$ cat config.mk
export PLATFORM = sky130hd
export DESIGN_NAME = frme_addr_gen
export DESIGN_NICKNAME = d
export VERILOG_FILES = /design/src/rtl/frme_pkg.sv /design/src/rtl/frme_addr_gen.sv
export SDC_FILE = /design/constraint.sdc
export NUM_CORES = 1
export LEC_CHECK = 0
export ABC_AREA = 0
export BUFFER_PORTS_ARGS = -buffer_cell sky130_fd_sc_hd__buf_2
export CAP_MARGIN = 40
export CORE_ASPECT_RATIO = 0.75
export CORE_MARGIN = 5
export CORE_UTILIZATION = 65
export CTS_BUF_LIST = sky130_fd_sc_hd__clkbuf_8
export DETAILED_ROUTE_END_ITERATION = 8
export PLACE_DENSITY = 0.86
export SLEW_MARGIN = 20
export SYNTH_ARGS = -nofsm -noshare
export SYNTH_HDL_FRONTEND = slang
export SYNTH_SLANG_ARGS = --single-unit
$ cat constraint.sdc
create_clock -name clk -period 10.9 [get_ports clk]
set_input_delay 1.09 -clock clk [delete_from_list [all_inputs] [get_ports clk]]
set_output_delay 1.09 -clock clk [all_outputs]
set_load 0.05 [all_outputs]
$ cat src/rtl/frme_pkg.sv
`default_nettype none

package frme_pkg;

	// panel geometry and pixel storage width
	localparam int PANEL_WIDTH  = 128;
	localparam int PANEL_HEIGHT = 296;
	localparam int PIXEL_BITS   = 16;

	localparam int FRAME_SIZE = PANEL_WIDTH * PANEL_HEIGHT;
	localparam int ADDR_W     = $clog2(FRAME_SIZE);
	localparam int COL_W      = $clog2(PANEL_WIDTH);
	localparam int ROW_W      = $clog2(PANEL_HEIGHT);
	localparam int PORT_PIX_W = 16;

	// configuration port
	localparam int APB_ADDR_W = 3;
	localparam int APB_DATA_W = 32;
	localparam logic REG_ROTATION = 1'b0;

	// rotation codes
	localparam logic [1:0] ROT_0   = 2'd0;
	localparam logic [1:0] ROT_90  = 2'd1;
	localparam logic [1:0] ROT_180 = 2'd2;
	localparam logic [1:0] ROT_270 = 2'd3;

	// channel operation codes
	localparam logic OP_LOAD = 1'b0;
	localparam logic OP_READ = 1'b1;

	typedef logic [PIXEL_BITS-1:0] pixel_t;
	typedef logic [ADDR_W-1:0]     addr_t;

	// read request from the address generator
	typedef struct packed {
		addr_t addr;
		logic  last;
	} rd_req_t;

	// access control towards the frame store
	typedef struct packed {
		logic   load;
		pixel_t wr_pixel;
		logic   read;
		addr_t  rd_addr;
	} store_ctrl_t;

	// port pixel to stored width, keeping the low bits
	function automatic pixel_t to_store(input logic [PORT_PIX_W-1:0] p);
		logic [PIXEL_BITS+PORT_PIX_W-1:0] ext;
		ext = {{PIXEL_BITS{1'b0}}, p};
		return ext[PIXEL_BITS-1:0];
	endfunction

	// stored pixel to port width, keeping the low bits
	function automatic logic [PORT_PIX_W-1:0] to_port(input pixel_t p);
		logic [PIXEL_BITS+PORT_PIX_W-1:0] ext;
		ext = {{PORT_PIX_W{1'b0}}, p};
		return ext[PORT_PIX_W-1:0];
	endfunction

endpackage

`default_nettype wire

$ cat src/rtl/frme_addr_gen.sv
`default_nettype none

module frme_addr_gen
	import frme_pkg::*;
(
	input  wire logic       clk,
	input  wire logic       arst_n,
	input  wire logic       step,
	input  wire logic [1:0] rotation,
	output rd_req_t         req
);

	localparam logic [COL_W-1:0]  COL_MAX = COL_W'(PANEL_WIDTH - 1);
	localparam logic [ROW_W-1:0]  ROW_MAX = ROW_W'(PANEL_HEIGHT - 1);
	localparam logic [ADDR_W-1:0] W_A     = ADDR_W'(PANEL_WIDTH);
	localparam logic [ADDR_W-1:0] H_A     = ADDR_W'(PANEL_HEIGHT);

	logic [COL_W-1:0]  col_q;
	logic [ROW_W-1:0]  row_q;
	logic [COL_W-1:0]  col_rev;
	logic [ROW_W-1:0]  row_rev;
	logic [ADDR_W-1:0] mul_a;
	logic [ADDR_W-1:0] mul_b;
	logic [ADDR_W-1:0] offset;
	logic              col_end;
	logic              row_end;

	assign col_rev = COL_MAX - col_q;
	assign row_rev = ROW_MAX - row_q;
	assign col_end = (col_q == COL_MAX);
	assign row_end = (row_q == ROW_MAX);

	// panel position counters, column fastest
	always_ff @(posedge clk or negedge arst_n) begin
		if (!arst_n) begin
			col_q <= '0;
			row_q <= '0;
		end else if (step) begin
			if (col_end) begin
				col_q <= '0;
				row_q <= row_end ? '0 : row_q + 1'b1;
			end else begin
				col_q <= col_q + 1'b1;
			end
		end
	end

	// stride, line index and offset for each orientation
	always_comb begin
		unique case (rotation)
			ROT_90: begin
				mul_a  = ADDR_W'(col_q);
				mul_b  = H_A;
				offset = ADDR_W'(row_q);
			end
			ROT_180: begin
				mul_a  = ADDR_W'(row_rev);
				mul_b  = W_A;
				offset = ADDR_W'(col_q);
			end
			ROT_270: begin
				mul_a  = ADDR_W'(col_rev);
				mul_b  = H_A;
				offset = ADDR_W'(row_rev);
			end
			default: begin
				mul_a  = ADDR_W'(row_q);
				mul_b  = W_A;
				offset = ADDR_W'(col_rev);
			end
		endcase
	end

	assign req.addr = mul_a * mul_b + offset;
	assign req.last = col_end && row_end;

endmodule

`default_nettype wire

**After elaboration in Yosys (flattened, before gate mapping)**

Cells that the tools add are included.

- Register bits after elaboration: 16

- Add/sub/neg operators: 5
- Mux-type cells: 5
- $mul: 1
- Reduce and logical (&&, ||, !) cells: 3
- Equal/unequal tests: 5

Operator list:

| cell | count |
|---|---|
| 9-bit one-hot mux with 3 select lines | 2 |
| 9-bit two-way mux | 2 |
| 16-bit adder | 1 |
| 16-bit by 16-bit multiplier with 16-bit output | 1 |
| 9-bit by 1-bit adder with 9-bit output, second input constant | 1 |
| 9-bit equality test, second input constant | 1 |
| 9-bit subtractor, first input constant | 1 |
| 7-bit by 1-bit adder with 7-bit output, second input constant | 1 |
| 7-bit equality test, second input constant | 1 |
| 7-bit two-way mux | 1 |
| 7-bit subtractor, first input constant | 1 |
| 2-bit equality test, second input constant | 2 |
| 2-bit by 1-bit equality test with 1-bit output, second input constant | 1 |
| 2-bit AND reduction | 1 |
| 2-bit OR reduction | 1 |
| 1-bit logical AND | 1 |

**Longest topological paths before layout**

- Depth after elaboration: 5
- Depth in mapped cells: 17
- Mapped depth without buffers: 17

**Worst setup path after synthesis**

OpenSTA, ideal clock, no wires.

- Path kind: input-to-output
- From: in rotation[0]
- To: out req[15] (netlist name)
- Arrival time: 5.647 ns
- Stages on the path: 15
- Data required time: 9.810 ns
- Path slack: 4.163 ns
- Path buffers: 2
- Cells stage by stage: clkbuf_1 > clkbuf_1 > and2_1 > ha_1 > ha_1 > inv_1 > fa_1 > inv_1 > ha_1 > fa_1 > ha_1 > o21ai_0 > o21a_1 > o21a_1 > o311ai_1

RTL lines:

| element | line | RTL |
|---|---|---|
| start: declaration | frme_addr_gen.sv:9 | `input wire logic [1:0] rotation,` |
| end: declaration | frme_addr_gen.sv:10 | `output rd_req_t req` |

==> parameters.txt <==
Parameter                              Value

Place
  Detail Placement HPWL    4.10 mm
  Last weighted congestion value of the routability-driven placer    0.874
  Placed instance count    353
  Instance area at placement    between 2000 and 3000 um^2
  Number of buffer cells added on primary ports    21

Floorplan
  CORE AREA    3680 um^2
  Effective utilization at floorplan    0.677
  Cell Rows    19
  Vertical die dimension    around 64 um
  Count of boundary I/O pins    22
  Chip Width    ~82 um
  Die outline area    5190 um^2

Critical path
  Critical path's top delay family    adder cells
  Peak per-stage delay on the critical path    0.53 ns
  CP Capture Type    output pin
  Maximum net fanout on the critical path    19
  Critical Path AT    5.50 ns
  Worst setup path class    input port to output pin
  Slowest-stage cell, CP    fa_1
  CP Cell Sequence    buf_2 > xor2_1 > and2_1 > ha_1 > ha_1 > inv_1 > fa_1 > inv_1 > ha_1 > fa_1 > ha_1 > o21ai_0 > nand2b_1 > nand3_1 > a31oi_1 > xnor3_1 > buf_2
  Cell mode on critical path    ha_1
  Worst setup SP type    input port
  Number of buffers and inverters on the critical path    4
  Critical path data required time    9.81 ns

Synth
  Most used flip-flop cell after synthesis    dfrtp_1
  Count of flip-flops with a built-in enable after synthesis    0
  Yosys warning count    0
  Total standard cell area after synthesis    ~2500 um^2
  Number of register bits inferred by synthesis    16
  Post-synthesis instance total    284
  Number of different library cells in the post-synthesis netlist    43
  Proportion of synthesized chip area in sequential cells    0.160
  Share of async-settable or async-resettable flops after synthesis    1.00
  Mean instance size in the synthesized netlist    8.79 um^2

STA
  Highest Clock Rate    0.152 GHz
  Setup TNS    0 ns
  Final Skew    0.00147 ns
  Time the final worst path needs with I/O delays and setup    6.59 ns
  Number of setup violations in the final report    0
  Final max-slew violation count    0
  Hold Vio Cnt, Final    0
  Final worst-path cycle share    0.604
  Unrepaired setup endpoints after global routing    false
  Worst slack on hold paths    0.572 ns

CTS
  Number of buffers created by CTS    3
  H-tree levels    1
  # clock sinks    16
  Clock insertion delay at the later pin of the skew report    around 0.25 ns
  Number of hold buffers added after cts    0
  Root Buffer    clkbuf_8
  Clock tree buffer depth    2
  Resized cells post-CTS    0
  Post-CTS setup buffer count    0
  Clock transition at the registers of the reported paths    0.07 ns
  TritonCTS clock tree    built

Detailed routing
  Vias after detailed routing    around 2,000
  Iter 0 DRT Violations    142
  Remaining routing DRC violations    0
  Vias per inst    5.66
  Pre-Repair DR Iteration Count    4
  Routed length per placed instance    14.2 um
  Total routed wirelength    5.08 mm
  Antenna Violating Nets Remaining    0

GRT
  Antenna violations before repair    0
  Global-route congestion overflow total    0
  All-Layer GR Usage    0.213
  Busiest layer in global routing    met2
  Pin count of the biggest net entering global routing    30
  Met1 global-route usage    0.296
  M3 GR Usage    0.0413
  GR Layer Usage met2    0.345
  First-pass GRT wire length    roughly 8.7 mm
  Via count of the first global-routing pass    1,945

Run status
  Run status    completed

Layout
  Area overhead of the layout relative to synthesis    7.62%
  Fraction of layout cells with a size suffix above 1    0.105
  Diode insertion count for antenna repair    0
  Final instance area    2690 um^2
  Final net count    approximately 370
  Final std cells w/o fill    357

Worst hold path
  Worst min-delay path class    register to register

Job
  Max-cap violations    0
-- metal layers --
layer  vias up  routed length, um
li1       1014                  -
met1       955               2480
met2        44               2340
met3         6                220
met4         0                 42
met5         -                  0
-- cells in the mapped netlist, types with 2 or more instances --
cell,n,area (um^2)
nand2b_1,3,18.8
clkbuf_1,4,15.0
inv_1,28,105
a21o_1,2,15.0
fa_1,9,180
dfrtp_1,16,400
xnor2_1,24,210
a31oi_1,3,18.8
o21ai_1,2,10.0
and3_1,4,25.0
nor2b_1,3,18.8
mux2_2,3,33.8
o21bai_1,3,22.5
nor3_1,3,15.0
and4_1,4,35.0
o21a_1,2,15.0
o21ai_0,19,95.1
a211oi_1,2,15.0
ha_1,52,651
a21oi_1,11,55.1
nor2_1,11,41.3
buf_2,3,15.0
xor2_1,10,87.6
nand3_1,9,45.0
nand4_1,3,18.8
nand2_1,23,86.3
mux2i_1,6,60.1
and2_1,7,43.8
-- kinds of logic (layout without fill, tap and decap cells) --
family	Yosys count	after routing	synth area share
multiplexers	9	9	0.0376
AND/OR/NAND/NOR	73	73	0.150
adder cells (fa/ha/maj)	61	61	0.333
XOR/XNOR	35	35	0.128
buffers and inverters	38	53	0.0652
flip-flops	16	16	0.160
other	1	7	0.00150
AO/OA/AOI/OAI	51	51	0.124
-- worst paths after layout --
kind                       slack (ns)         from  depth (start not counted)  endpoint
max                              4.31  rotation[1]                         17   req[16]
min                              0.57     col_q[6]                          1  col_q[6]
max reg2reg                      9.06     row_q[0]                          6  row_q[7]
min reg2reg                      0.57     col_q[6]                          1  col_q[6]
max in group asynchronous        9.88       arst_n                          1  row_q[4]
min in group asynchronous        0.75       arst_n                          1  row_q[0]
-- worst register-to-register path, stage by stage (launching register included) --
cell	delay, ns
dfrtp_1	0.51
ha_1	0.27
and3_1	0.19
nand4_1	0.33
a21oi_1	0.23
nand2b_1	0.11
o31ai_1	0.07
-- through the flow --
step / setup slack, ns / utilization
after floorplan: 4.16 / -
after global placement: 4.44 / 0.714
after detailed placement: 4.32 / 0.714
after CTS: 4.29 / 0.729
after global routing: 4.03 / 0.729
final: 4.31 / 0.729
-- registers in the layout, indices dropped and copies added, names as in the netlist --
| signal | cells |
|---|---|
| row_q | 9 |
| col_q | 7 |
-- cell type report --
type,count,area (um^2)
inverters,28,105
multi-input cells,236,1960
fillers,291,998
repair buffers,21,105
well taps,52,65.1
flip-flops and latches,16,400
clock buffers,4,55.1
-- layout by cell type (no fill, tap or decap), types with 4 or more instances in the layout --
| cell | instances |
|---|---|
| and4_1 | 4 |
| dfrtp_1 | 16 |
| clkbuf_8 | 4 |
| nand3_1 | 9 |
| xor2_1 | 10 |
| conb_1 | 7 |
| nand2_1 | 23 |
| and3_1 | 4 |
| a21oi_1 | 11 |
| buf_2 | 21 |
| o21ai_0 | 19 |
| and2_1 | 7 |
| fa_1 | 9 |
| xnor2_1 | 24 |
| ha_1 | 52 |
| mux2i_1 | 6 |
| nor2_1 | 11 |
| inv_1 | 28 |
Power is not shown: default switching activity piles up to over one toggle a cycle in this logic, so the estimate is an artifact.
